### src/hdl/printable_utf8_validator_macros.svh
// Assertion macros for the printable UTF-8 validator.
// Expects a clock named clk and an active-low reset named arst_n in scope.
`ifndef PRINTABLE_UTF8_VALIDATOR_MACROS_SVH
`define PRINTABLE_UTF8_VALIDATOR_MACROS_SVH

// Implication checked at every rising clock edge, off during reset
`define PUV_ASSERT(label, prop, msg) \
	label: assert property (@(posedge clk) disable iff (!arst_n) (prop)) \
		else $error(msg);

// Plain condition that must hold at every edge outside reset
`define PUV_ALWAYS(label, cond, msg) \
	label: assert property (@(posedge clk) disable iff (!arst_n) (cond)) \
		else $error(msg);

`endif

### src/hdl/puv_pkg.sv
// Package for the printable UTF-8 validator: decoder state type, code point
// limits and the printable / well-formed checks. No dependencies.
`default_nettype none

package puv_pkg;

	localparam int CP_W = 21;

	typedef logic [CP_W-1:0] cp_t;

	// Decoder state carried between bytes of one string
	typedef struct packed {
		logic [1:0] pending;
		logic [1:0] seq_len;
		cp_t        cp;
		logic       failed;
	} dec_state_t;

	localparam dec_state_t DEC_CLEAR = '{pending: 2'd0, seq_len: 2'd0, cp: '0, failed: 1'b0};

	// Code point limits
	localparam cp_t CP_C0_END     = 21'h00001F;
	localparam cp_t CP_DEL        = 21'h00007F;
	localparam cp_t CP_C1_BEGIN   = 21'h000080;
	localparam cp_t CP_C1_END     = 21'h00009F;
	localparam cp_t CP_TWO_MIN    = 21'h000080;
	localparam cp_t CP_THREE_MIN  = 21'h000800;
	localparam cp_t CP_FOUR_MIN   = 21'h010000;
	localparam cp_t CP_SURR_BEGIN = 21'h00D800;
	localparam cp_t CP_SURR_END   = 21'h00DFFF;
	localparam cp_t CP_PUA_BEGIN  = 21'h00E000;
	localparam cp_t CP_PUA_END    = 21'h00F8FF;
	localparam cp_t CP_NC_FFFE    = 21'h00FFFE;
	localparam cp_t CP_NC_FFFF    = 21'h00FFFF;
	localparam cp_t CP_SPUA_BEGIN = 21'h0F0000;
	localparam cp_t CP_SPUA_END   = 21'h0FFFFD;
	localparam cp_t CP_SPUB_BEGIN = 21'h100000;
	localparam cp_t CP_SPUB_END   = 21'h10FFFD;
	localparam cp_t CP_MAX        = 21'h10FFFF;

	// Continuation counts per sequence length
	localparam logic [1:0] CONT_ONE   = 2'd1;
	localparam logic [1:0] CONT_TWO   = 2'd2;
	localparam logic [1:0] CONT_THREE = 2'd3;

	function automatic logic cp_printable(cp_t cp);
		logic ok;
		ok = 1'b1;
		if (cp <= CP_C0_END || cp == CP_DEL) ok = 1'b0;
		if (cp >= CP_C1_BEGIN && cp <= CP_C1_END) ok = 1'b0;
		if (cp >= CP_SURR_BEGIN && cp <= CP_SURR_END) ok = 1'b0;
		if (cp >= CP_PUA_BEGIN && cp <= CP_PUA_END) ok = 1'b0;
		if (cp >= CP_SPUA_BEGIN && cp <= CP_SPUA_END) ok = 1'b0;
		if (cp >= CP_SPUB_BEGIN && cp <= CP_SPUB_END) ok = 1'b0;
		if (cp == CP_NC_FFFE || cp == CP_NC_FFFF) ok = 1'b0;
		return ok;
	endfunction

	// Rejects overlong forms and anything past the last code point
	function automatic logic cp_well_formed(cp_t cp, logic [1:0] conts);
		logic ok;
		unique case (conts)
			CONT_ONE: ok = (cp >= CP_TWO_MIN);
			CONT_TWO: ok = (cp >= CP_THREE_MIN);
			default:  ok = (cp >= CP_FOUR_MIN) && (cp <= CP_MAX);
		endcase
		return ok;
	endfunction

endpackage

`default_nettype wire

### src/hdl/puv_step.sv
// One decode step of the printable UTF-8 validator: next decoder state
// from the current state and one byte. Depends on puv_pkg.
`default_nettype none

module puv_step
	import puv_pkg::*;
(
	input  wire  dec_state_t cur,
	input  wire  logic [7:0] data_byte,
	output dec_state_t       nxt
);

	logic [1:0] pending_dec;
	cp_t        cp_shift;

	assign pending_dec = cur.pending - 2'd1;
	assign cp_shift    = {cur.cp[CP_W-7:0], data_byte[5:0]};

	// Lead byte decode or continuation merge
	always_comb begin
		nxt = cur;
		if (cur.pending == 2'd0) begin
			priority if (!data_byte[7]) begin
				if (!cp_printable({{(CP_W-8){1'b0}}, data_byte})) nxt.failed = 1'b1;
			end else if (data_byte[7:5] == 3'b110) begin
				nxt.cp      = {{(CP_W-5){1'b0}}, data_byte[4:0]};
				nxt.pending = CONT_ONE;
				nxt.seq_len = CONT_ONE;
			end else if (data_byte[7:4] == 4'b1110) begin
				nxt.cp      = {{(CP_W-4){1'b0}}, data_byte[3:0]};
				nxt.pending = CONT_TWO;
				nxt.seq_len = CONT_TWO;
			end else if (data_byte[7:3] == 5'b11110) begin
				nxt.cp      = {{(CP_W-3){1'b0}}, data_byte[2:0]};
				nxt.pending = CONT_THREE;
				nxt.seq_len = CONT_THREE;
			end else begin
				nxt.failed = 1'b1;
			end
		end else if (data_byte[7:6] != 2'b10) begin
			// broken sequence is dropped; this byte is not reread as a lead
			nxt.failed  = 1'b1;
			nxt.pending = 2'd0;
		end else begin
			nxt.cp      = cp_shift;
			nxt.pending = pending_dec;
			if (pending_dec == 2'd0) begin
				if (!cp_well_formed(cp_shift, cur.seq_len) || !cp_printable(cp_shift))
					nxt.failed = 1'b1;
			end
		end
	end

endmodule

`default_nettype wire

### src/hdl/printable_utf8_validator.sv
// Printable UTF-8 validator top level: input register, decode stage and
// verdict register. Depends on puv_pkg, puv_step and the assertion macros.
// Throughput: one byte per cycle, set by the single decode step per byte, unless a last
// byte waits in the input register for a full verdict slot. The verdict passes the
// input register, then the verdict register; other bytes give no item.
// Reset (arst_n low, asynchronous) empties both registers and clears the
// decoder state; a verdict also clears the state for the next string.
`default_nettype none
`include "printable_utf8_validator_macros.svh"

module printable_utf8_validator
	import puv_pkg::*;
(
	input  wire        clk,
	input  wire        arst_n,
	input  wire        s_tvalid,
	output logic       s_tready,
	input  wire  [7:0] s_tdata,   // [7:0] data_byte
	input  wire        s_tlast,   // last_byte
	output logic       m_tvalid,
	input  wire        m_tready,
	output logic [7:0] m_tdata    // [0] printable, [7:1] zero
);

	logic       in_valid_s1;
	logic [7:0] in_byte_s1;
	logic       in_last_s1;
	dec_state_t st_q;
	dec_state_t st_next;
	logic       out_valid_q;
	logic       out_print_q;
	logic       out_free;
	logic       s1_fire;

	// Stage 1 advances unless it holds a last byte and the verdict slot is full and not being taken
	assign out_free = !out_valid_q || m_tready;
	assign s1_fire  = in_valid_s1 && (!in_last_s1 || out_free);
	assign s_tready = !in_valid_s1 || s1_fire;

	// Input register
	always_ff @(posedge clk or negedge arst_n) begin
		if (!arst_n) begin
			in_valid_s1 <= 1'b0;
		end else if (s_tready) begin
			in_valid_s1 <= s_tvalid;
		end
	end

	always_ff @(posedge clk) begin
		if (s_tready && s_tvalid) begin
			in_byte_s1 <= s_tdata;
			in_last_s1 <= s_tlast;
		end
	end

	puv_step u_step (
		.cur       (st_q),
		.data_byte (in_byte_s1),
		.nxt       (st_next)
	);

	// Decoder state, cleared after each verdict
	always_ff @(posedge clk or negedge arst_n) begin
		if (!arst_n) begin
			st_q <= DEC_CLEAR;
		end else if (s1_fire) begin
			st_q <= in_last_s1 ? DEC_CLEAR : st_next;
		end
	end

	// Verdict register
	always_ff @(posedge clk or negedge arst_n) begin
		if (!arst_n) begin
			out_valid_q <= 1'b0;
			out_print_q <= 1'b0;
		end else begin
			if (s1_fire && in_last_s1) begin
				out_valid_q <= 1'b1;
				out_print_q <= !st_next.failed && (st_next.pending == 2'd0);
			end else if (m_tready) begin
				out_valid_q <= 1'b0;
			end
		end
	end

	assign m_tvalid = out_valid_q;
	assign m_tdata  = {7'd0, out_print_q};

	// Checks
	`PUV_ASSERT(a_verdict_issued, s1_fire && in_last_s1 |=> m_tvalid, "last byte gave no verdict")
	`PUV_ASSERT(a_state_cleared, s1_fire && in_last_s1 |=> st_q == DEC_CLEAR, "state not cleared")
	`PUV_ALWAYS(a_pending_bound, st_q.pending <= st_q.seq_len, "pending exceeds sequence length")

endmodule

`default_nettype wire
### config.mk
export PLATFORM = sky130hd
export DESIGN_NAME = printable_utf8_validator
export DESIGN_NICKNAME = d
export VERILOG_FILES = /design/src/hdl/puv_pkg.sv /design/src/hdl/puv_step.sv /design/src/hdl/printable_utf8_validator.sv
export VERILOG_INCLUDE_DIRS = /design/src /design/src/hdl
export SDC_FILE = /design/constraint.sdc
export NUM_CORES = 1
export LEC_CHECK = 0
export ABC_CLOCK_PERIOD_IN_PS = 2700
export BUFFER_PORTS_ARGS = -buffer_cell sky130_fd_sc_hd__buf_2
export CAP_MARGIN = 20
export CORE_ASPECT_RATIO = 1.4
export CORE_MARGIN = 2
export CORE_UTILIZATION = 51
export CTS_BUF_LIST = sky130_fd_sc_hd__clkbuf_4 sky130_fd_sc_hd__clkbuf_8 sky130_fd_sc_hd__clkbuf_16
export DETAILED_ROUTE_END_ITERATION = 8
export PLACE_DENSITY = 0.72
export SLEW_MARGIN = 20
export SYNTH_ARGS = -nofsm -noshare
export SYNTH_HDL_FRONTEND = slang
export SYNTH_SLANG_ARGS = --single-unit
### constraint.sdc
create_clock -name clk -period 2.7 [get_ports clk]
set_input_delay 0.675 -clock clk [delete_from_list [all_inputs] [get_ports clk]]
set_output_delay 0.675 -clock clk [all_outputs]
set_load 0.05 [all_outputs]
==> results of run 1 <==
## kinds of logic after synthesis
family                   after synthesis  synth area share
adder cells (fa/ha/maj)                4            0.0304
other                                  1           0.00227
flip-flops                            32             0.513
AO/OA/AOI/OAI                         45             0.187
multiplexers                           2            0.0121
buffers and inverters                 19            0.0645
AND/OR/NAND/NOR                       64             0.191
## cells in the mapped netlist (3+ instances only)
master | n | area [sq um]
nor3_1 | 3 | 15.0
nand4_1 | 6 | 37.5
buf_2 | 4 | 20.0
a22o_1 | 4 | 35.0
edfxtp_1 | 9 | 270
a21oi_1 | 4 | 20.0
nor2_1 | 5 | 18.8
buf_4 | 8 | 60.1
o21ai_1 | 3 | 15.0
nand3_1 | 5 | 25.0
o21ai_0 | 15 | 75.1
o22ai_1 | 4 | 25.0
ha_1 | 4 | 50.1
and2_1 | 5 | 31.3
nand2_1 | 30 | 113
dfrtp_1 | 23 | 576
inv_1 | 6 | 22.5
## final timing paths
| path | to | slack (ns) | cells past startpoint |
|---|---|---|---|
| worst min-delay path | st_q[13] | 0.36 | 1 |
| worst max-delay path | s_tready | 0.69 | 4 |
| max in group asynchronous | st_q[0] | 1.99 | 1 |
| worst min register to register | out_print_q | 0.50 | 1 |
| min in group clk | out_print_q | 0.50 | 1 |
| worst max register to register | st_q[0] | 0.71 | 8 |
## critical path, delay by kind of cell
| family | cells | cell delay (ns) |
|---|---|---|
| simple gates | 2 | 0.31 |
| buf+inv | 2 | 0.35 |
## area by class of cell
cell class | instances | area [sq um]
clock buffer | 6 | 76.3
clock inverter | 2 | 35.0
fill | 275 | 1260
inverter | 6 | 22.5
multi-input combinational | 122 | 719
sequential | 32 | 846
tap | 39 | 48.8
timing repair buffer | 16 | 82.6
## power by group through the flow
| stage | registers [W] | logic, W | clock network [W] |
|---|---|---|---|
| 4_1_cts | 0.000582 | 0.000263 | 0.000467 |
| 5_1_grt | 0.000589 | 0.000289 | 0.000489 |
| 6_report | 0.000583 | 0.000264 | 0.000455 |
| 3_3_place_gp | 0.000590 | 0.000254 | 0 |
| 3_5_place_dp | 0.000592 | 0.000262 | 0 |
| 2_1_floorplan | 0.000581 | 0.000217 | 0 |
## state kept, by name, indices dropped and copies added (netlist names)
signal and count:
in_byte_s1 8, st_q 20, in_valid_s1 1, out_print_q 1, m_tvalid 1, in_last_s1 1
## per-layer routing
layer  share of wire  routed length (microns)  vias up
met2            0.51                     1590       43
li1                -                        -      626
met5               0                        0        -
met4           0.018                       57        0
met3           0.045                      139        7
met1            0.43                     1330      590
## through the flow
step	util	cells
after floorplan	-	173
after global placement	0.556	215
after detailed placement	0.556	215
after CTS	0.592	223
after global routing	0.592	223
final	0.592	223
==> reports/results.txt, run 1 <==
status -> complete, no violations
CTS Buf Count -> 5
Period minus WS final -> 2.01 ns
core region area -> 3090 sq um
std cell rows -> 24
total wire length -> 3120 microns
final worst path period share -> 0.745
initial antenna violation count -> 0
Avg Vias per Cell -> 5.68
Critical R2R Launch -> st_q[24]
Tot Pwr -> 0.00130 W
Setup TNS Final -> 0 ns
Port Buffers -> 15
Num Clock Sinks -> 32
# diodes -> 0
H-tree Lvls -> 2
Initial Utilization -> 0.533
Post-synth ARST share -> 0.719
Finished Cell Area -> 1830 sq um
# setup viols final -> 0
Skew-Pair Late Insertion Delay -> 0.28 ns
final slew viol count -> 0
fmax -> 497 MHz
vias in the first global route -> 1282
routed vias -> 1266
first-pass GRT wire length -> 5380 microns
Worst slew margin -> 0.566
Netlist cell types -> 41
clock share of power -> 0.350
Synth Instances -> 167
switching part of the total -> 0.296
Area Growth Syn to Fin -> 11.0%
Final ANT Viol Nets -> 0
Worst Setup Path Type -> input pin to output pin
commonest non-fill, non-tap cell in the layout -> nand2_1
residual DRC count -> 0
leak pwr -> 0.785 nW
die area -> 3710 sq um
sequential share of the synthesized area -> 0.513
internal power -> 0.000917 W
met3 Usage GRT -> 0.0521
Fin. Hold Viols -> 0
CTS tree -> yes
met1 Usage GRT -> 0.212
CP max FO -> 3
largest net degree at the start of global routing -> 26
Worst Setup Start Kind -> input pin
GRT busiest layer -> met2
CP max stage delay -> 0.25 ns
WHS -> 0.360 ns
Remaining Overflow, GRT -> 0
MaxCap Viol Count -> 0
Sw Pwr -> 0.000386 W
PwrDens -> 711 nW/um^2
commonest cells after routing, fill and taps aside -> 30 x nand2_1, 23 x dfrtp_1, 15 x o21ai_0, 15 x buf_2, 9 x edfxtp_1
Initial DRT Pass Iterations -> 4
sequential share of power -> 0.448
I/O pins -> 23
worst setup margin -> 0.689 ns
clk_skew -> 0.00457 ns
post-CTS sizing -> 0
mapped cell area -> 1650 sq um
CP endpoint kind -> output pin
CP dominant cell by count -> buf_2
combinational power share -> 0.202
post-cts hold buffer count -> 0
share of cells above drive strength 1 -> 0.152
Die Y -> 71.3 microns
crit-path cells -> buf_2 -> nor2b_1 -> nand3_1 -> buf_2
Clock transition at path regs -> 0.07 ns
number of DRC markers in iteration 0 -> 25
Worst Max-Slew Pin Slew -> 0.648 ns
Critical Path RT -> 2.03 ns
RePlAce Congestion -> 0.934
Worst VDD drop -> 522 uV
Critical-path top delay cell -> buf_2
Worst Setup SP -> m_tready
Worst Path Arrival -> 1.34 ns
die width -> 52.1 microns
DP HPWL -> 2280 microns
Placement Setup Slack -> 0.693 ns
synthesized area per cell -> 9.87 sq um
Yosys Warn Count -> 0
Routed wire per std cell -> 14.0 microns
unrepaired setup endpoints after global routing -> false
Post-synth EDFFs -> 9
Setup Buffers After CTS -> 0
worst min path class -> input pin to asynchronous set/reset pin
Most used DFF post-synth -> dfrtp_1
nets@finish -> 200
dpl cell area -> 1720 sq um
GR Util All Layers -> 0.193
FF+latch count, synth -> 32
GR Layer Usage met2 -> 0.326
root buf cell -> clkbuf_8
Max Root-Sink Buffers -> 2
(Power assumes the default switching activity.)
==> inputs of run 2 (changes only) <==
ABC_CLOCK_PERIOD_IN_PS = 1800   (was 2700)
PLACE_DENSITY = 0.75   (was 0.72)
clock period = 1.8 ns   (was 2.7 ns; I/O delays follow)
==> reports/results.txt, run 2 (synthesis gave the netlist of run 1 again) <==
met1 Usage GRT -> 0.225
Worst VDD drop -> 733 uV
clock share of power -> 0.356
Max Root-Sink Buffers -> 2
Critical R2R Launch -> st_q[11]
vias in the first global route -> 1445
H-tree Lvls -> 2
Tot Pwr -> 0.00209 W
RePlAce Congestion -> 0.879
Worst slew margin -> 0.657
Sw Pwr -> 0.000603 W
Area Growth Syn to Fin -> 20.6%
core region area -> 3090 sq um
PwrDens -> 1050 nW/um^2
met3 Usage GRT -> 0.0542
RR Endpoint -> out_print_q
CP endpoint -> out_print_q
Die Y -> 71.3 microns
CTS Buf Count -> 5
reg2reg path depth -> 6
# setup viols final -> 1
nets@finish -> 215
max reg flops -> 20
total wire length -> 3500 microns
routed vias -> 1378
largest net degree at the start of global routing -> 26
status -> finished, violations left
Period minus WS final -> 1.80 ns
# diodes -> 0
Reg with most FFs -> st_q
DP HPWL -> 2620 microns
I/O pins -> 23
Finished Cell Area -> 1990 sq um
Routed wire per std cell -> 14.7 microns
MaxCap Viol Count -> 0
worst setup margin -> -0.0000897 ns
share of cells above drive strength 1 -> 0.241
violated checks -> negative setup slack
CTS tree -> yes
post-cts hold buffer count -> 0
GRT busiest layer -> met2
Critical Path RT -> 1.97 ns
CP max FO -> 5
commonest non-fill, non-tap cell in the layout -> nand2_1
clk_skew -> 0.0106 ns
GR Layer Usage met2 -> 0.383
Worst Setup SP -> st_q[11]
sequential share of power -> 0.412
CP delay by family, top -> simple AND/OR/NAND/NOR gates
number of DRC markers in iteration 0 -> 55
Fillers -> 249
largest registers -> st_q x20, in_byte_s1 x8
commonest cells after routing, fill and taps aside -> 30 x nand2_1, 22 x dfrtp_1, 15 x o21ai_0, 15 x buf_2, 15 x buf_4
die width -> 52.1 microns
Num Clock Sinks -> 32
first-pass GRT wire length -> 5950 microns
std cell rows -> 24
Worst Setup Start Kind -> register
Crit path buffers/inverters -> 0
residual DRC count -> 0
Initial DRT Pass Iterations -> 4
Worst Setup Path Type -> register to register
final worst path period share -> 1.00
Worst Path Arrival -> 1.97 ns
die area -> 3710 sq um
crit-path cells -> or4_4 -> nor2_4 -> nand4b_1 -> a21oi_2 -> o22ai_2 -> a22o_1
worst min path class -> input pin to asynchronous set/reset pin
Avg Vias per Cell -> 5.79
Port Buffers -> 15
critical path depth -> 6
fmax -> 556 MHz
Worst Max-Slew Pin Slew -> 0.514 ns
CP endpoint kind -> register
dpl cell area -> 1830 sq um
Critical-path top delay cell -> or4_4
Reg2Reg Setup Slack -> -0.00009 ns
Initial Utilization -> 0.533
internal power -> 0.00149 W
final slew viol count -> 0
unrepaired setup endpoints after global routing -> true
leak pwr -> 0.872 nW
initial antenna violation count -> 0
Fin. Hold Viols -> 0
Remaining Overflow, GRT -> 0
GR Util All Layers -> 0.216
Clock transition at path regs -> 0.07 ns
Final ANT Viol Nets -> 0
Skew-Pair Late Insertion Delay -> 0.29 ns
root buf cell -> clkbuf_8
combinational power share -> 0.232
switching part of the total -> 0.288
CP max stage delay -> 0.58 ns
-- run 2: metrics by stage --
step | hold WS, ns | utilization | std cells | setup WS, ns | setup TNS, ns
after global placement | 0.446 | 0.591 | 227 | 0.0467 | 0
after floorplan | 0.154 | - | 173 | 0.0899 | 0
after detailed placement | 0.460 | 0.591 | 227 | -0.000718 | -0.000718
after global routing | 0.189 | 0.643 | 238 | -0.105 | -0.196
final | 0.126 | 0.643 | 238 | -0.0000897 | -0.0000897
after CTS | 0.153 | 0.635 | 235 | -0.00297 | -0.00297
-- run 2: per-layer routing --
layer	share of wire	wire [microns]	vias up
li1	-	-	658
met2	0.55	1920	35
met1	0.39	1350	676
met3	0.037	128	9
met5	0	0	-
met4	0.028	97	0
-- run 2: worst register-to-register path, stage by stage (launching register included) --
cell and delay [ns]:
dfrtp_1 0.38, or4_4 0.58, nor2_4 0.17, nand4b_1 0.12
a21oi_2 0.17, o22ai_2 0.09, a22o_1 0.18
-- run 2: layout make-up --
class / instances / area [sq um] / share of cell area
Sequential cell: 32 / 847 / 0.426
Multi-Input combinational cell: 122 / 737 / 0.370
Timing Repair Buffer: 31 / 208 / 0.104
Clock buffer: 7 / 96.3 / 0.0484
Tap cell: 39 / 48.8 / 0.0245
Clock inverter: 1 / 30.0 / 0.0151
Inverter: 6 / 22.5 / 0.0113
-- run 2: worst min path at each step --
stage	from	endpoint	slack, ns
after global routing	arst_n	st_q[14]	0.19
after global placement	arst_n	st_q[13]	0.45
after CTS	arst_n	st_q[13]	0.15
after floorplan	arst_n	in_valid_s1	0.15
final	arst_n	st_q[13]	0.13
after detailed placement	arst_n	st_q[13]	0.46
-- run 2: repair_timing --
item,in CTS,in global routing
pin swaps,2,5
setup buffers,0,3
endpoints found under the setup margin,2,3
gates resized for setup,2,1
-- run 2: power by group through the flow --
stage	Sequential (W)	Combinational, W	Clock, W
6_report	0.000862	0.000484	0.000744
5_1_grt	0.000870	0.000532	0.000780
4_1_cts	0.000861	0.000475	0.000752
3_5_place_dp	0.000874	0.000456	0
3_3_place_gp	0.000871	0.000445	0
2_1_floorplan	0.000873	0.000327	0
==> inputs of run 3 (changes only) <==
GPL_TIMING_DRIVEN = 0   (was unset)
==> reports/results.txt, run 3 (synthesis gave the netlist of run 1 again) <==
std cell rows -> 24
fmax -> 546 MHz
Critical Path RT -> 1.97 ns
initial antenna violation count -> 0
Reg2Reg Setup Slack -> -0.03 ns
largest net degree at the start of global routing -> 24
violated checks -> negative setup slack
Worst Path Arrival -> 2.00 ns
RR Endpoint -> out_print_q
Area Growth Syn to Fin -> 23.5%
worst setup margin -> -0.0318 ns
H-tree Lvls -> 2
Fillers -> 247
Worst VDD drop -> 730 uV
first-pass GRT wire length -> 5490 microns
CP max stage delay -> 0.56 ns
Reg area -> 847 sq um
reg2reg path depth -> 6
CP endpoint kind -> register
vias in the first global route -> 1248
Worst Max-Slew Pin Slew -> 0.645 ns
worst min path class -> input pin to asynchronous set/reset pin
die width -> 52.1 microns
post-cts hold buffer count -> 0
Critical R2R Launch -> st_q[11]
PwrDens -> 937 nW/um^2
Worst Setup Path Type -> register to register
nets@finish -> 222
unrepaired setup endpoints after global routing -> true
crit-path cells -> or4_4 -> nor2_4 -> nand4b_1 -> a21oi_2 -> o22ai_2 -> a22o_1
Critical-path top delay cell -> or4_4
final std cells w/o fill -> 245
Worst slew margin -> 0.568
Worst Setup Start Kind -> register
share of cells above drive strength 1 -> 0.282
Multi-input gate area -> 771 sq um
core region area -> 3090 sq um
CP max FO -> 5
Fin. Hold Viols -> 0
CTS Buf Count -> 5
Skew-Pair Late Insertion Delay -> 0.28 ns
Reg with most FFs -> st_q
Num Clock Sinks -> 32
Initial DRT Pass Iterations -> 4
Remaining Overflow, GRT -> 0
# diodes -> 0
Port Buffers -> 15
Layout Utilization -> 0.659
commonest cells after routing, fill and taps aside -> 29 x nand2_1, 22 x dfrtp_1, 16 x buf_2, 16 x buf_4, 15 x o21ai_0
Die Y -> 71.3 microns
DP HPWL -> 2380 microns
commonest non-fill, non-tap cell in the layout -> nand2_1
die area -> 3710 sq um
Worst Setup SP -> st_q[11]
Clock transition at path regs -> 0.06 ns
max reg flops -> 20
Avg Vias per Cell -> 5.71
Crit path buffers/inverters -> 0
RePlAce Congestion -> 0.889
I/O pins -> 23
Initial Utilization -> 0.533
status -> finished, violations left
placed cells -> 227
MaxCap Viol Count -> 0
Final ANT Viol Nets -> 0
final worst path period share -> 1.02
Max Root-Sink Buffers -> 2
root buf cell -> clkbuf_8
# setup viols final -> 2
residual DRC count -> 0
clk_skew -> 0.00655 ns
largest registers -> st_q x20, in_byte_s1 x8
leak pwr -> 0.893 nW
Routed wire per std cell -> 14.2 microns
CTS tree -> yes
routed vias -> 1400
GR Util All Layers -> 0.198
Period minus WS final -> 1.83 ns
total wire length -> 3470 microns
final slew viol count -> 0
number of DRC markers in iteration 0 -> 99
CP delay by family, top -> simple AND/OR/NAND/NOR gates
## run 3: cell count changes in the layout (fill, tap and decap cells not counted), sizes merged
cell / previous run / this run
bufinv: 1 / 0
buf: 31 / 37
clkbuf: 7 / 8
clkinv: 0 / 1
## run 3: metal layers
metal / up-vias / track usage / share of wire
met5: - / 0 / 0
met4: 0 / 0.0965 / 0.034
met3: 16 / 0.0500 / 0.063
met2: 69 / 0.328 / 0.51
met1: 645 / 0.235 / 0.39
li1: 670 / - / -
## run 3: worst reg2reg max path: cells and delay by family (launching register included)
family,cells,cell delay [ns]
AO/OA/AOI/OAI,3,0.49
AND/OR/NAND/NOR,3,0.85
flip-flops,1,0.39
## run 3: power by group
part           total (W)  leakage (nW)  internal [W]  switching (W)
combinational   0.000508         0.449      0.000206       0.000301
clock           0.000530        0.0467      0.000298       0.000232
sequential      0.000872         0.397      0.000812      0.0000602
total            0.00191         0.893       0.00132       0.000594
## run 3: cell type report
cell class,count,area share
flip-flops and latches,32,0.416
plain buffers,13,0.0504
repair buffers,25,0.0774
multi-input cells,122,0.378
inverters,6,0.0111
clock buffers,7,0.0412
well taps,39,0.0240
clock inverters,1,0.00184
## run 3: what timing repair did
item                       in CTS  in global routing
setup endpoints to repair      12                 12
cloned                          0                  2
setup buffers                   1                  7
pin swaps                       6                  8
resized for setup               7                 14
## run 3: worst max path at each step
stage / cells past startpoint / to / slack (ns)
finish: 6 / out_print_q / -0.03
CTS: 6 / out_print_q / -0.01
floorplan: 3 / in_byte_s1[0] / 0.09
global placement: 8 / out_print_q / -0.04
global route: 6 / out_print_q / -0.09
detailed placement: 8 / st_q[8] / -0.09
## run 3: through the flow
step	instance area, sq um	hold WS, ns	worst slack [ns]	power [W]	TNS [ns]
floorplan	1680	0.154	0.0899	0.00120	0
global placement	1800	0.440	-0.0398	0.00129	-0.169
detailed placement	1800	0.452	-0.0868	0.00131	-0.789
CTS	1920	0.152	-0.0125	0.00186	-0.0125
global route	2040	0.185	-0.0949	0.00200	-0.280
finish	2040	0.143	-0.0318	0.00191	-0.0444
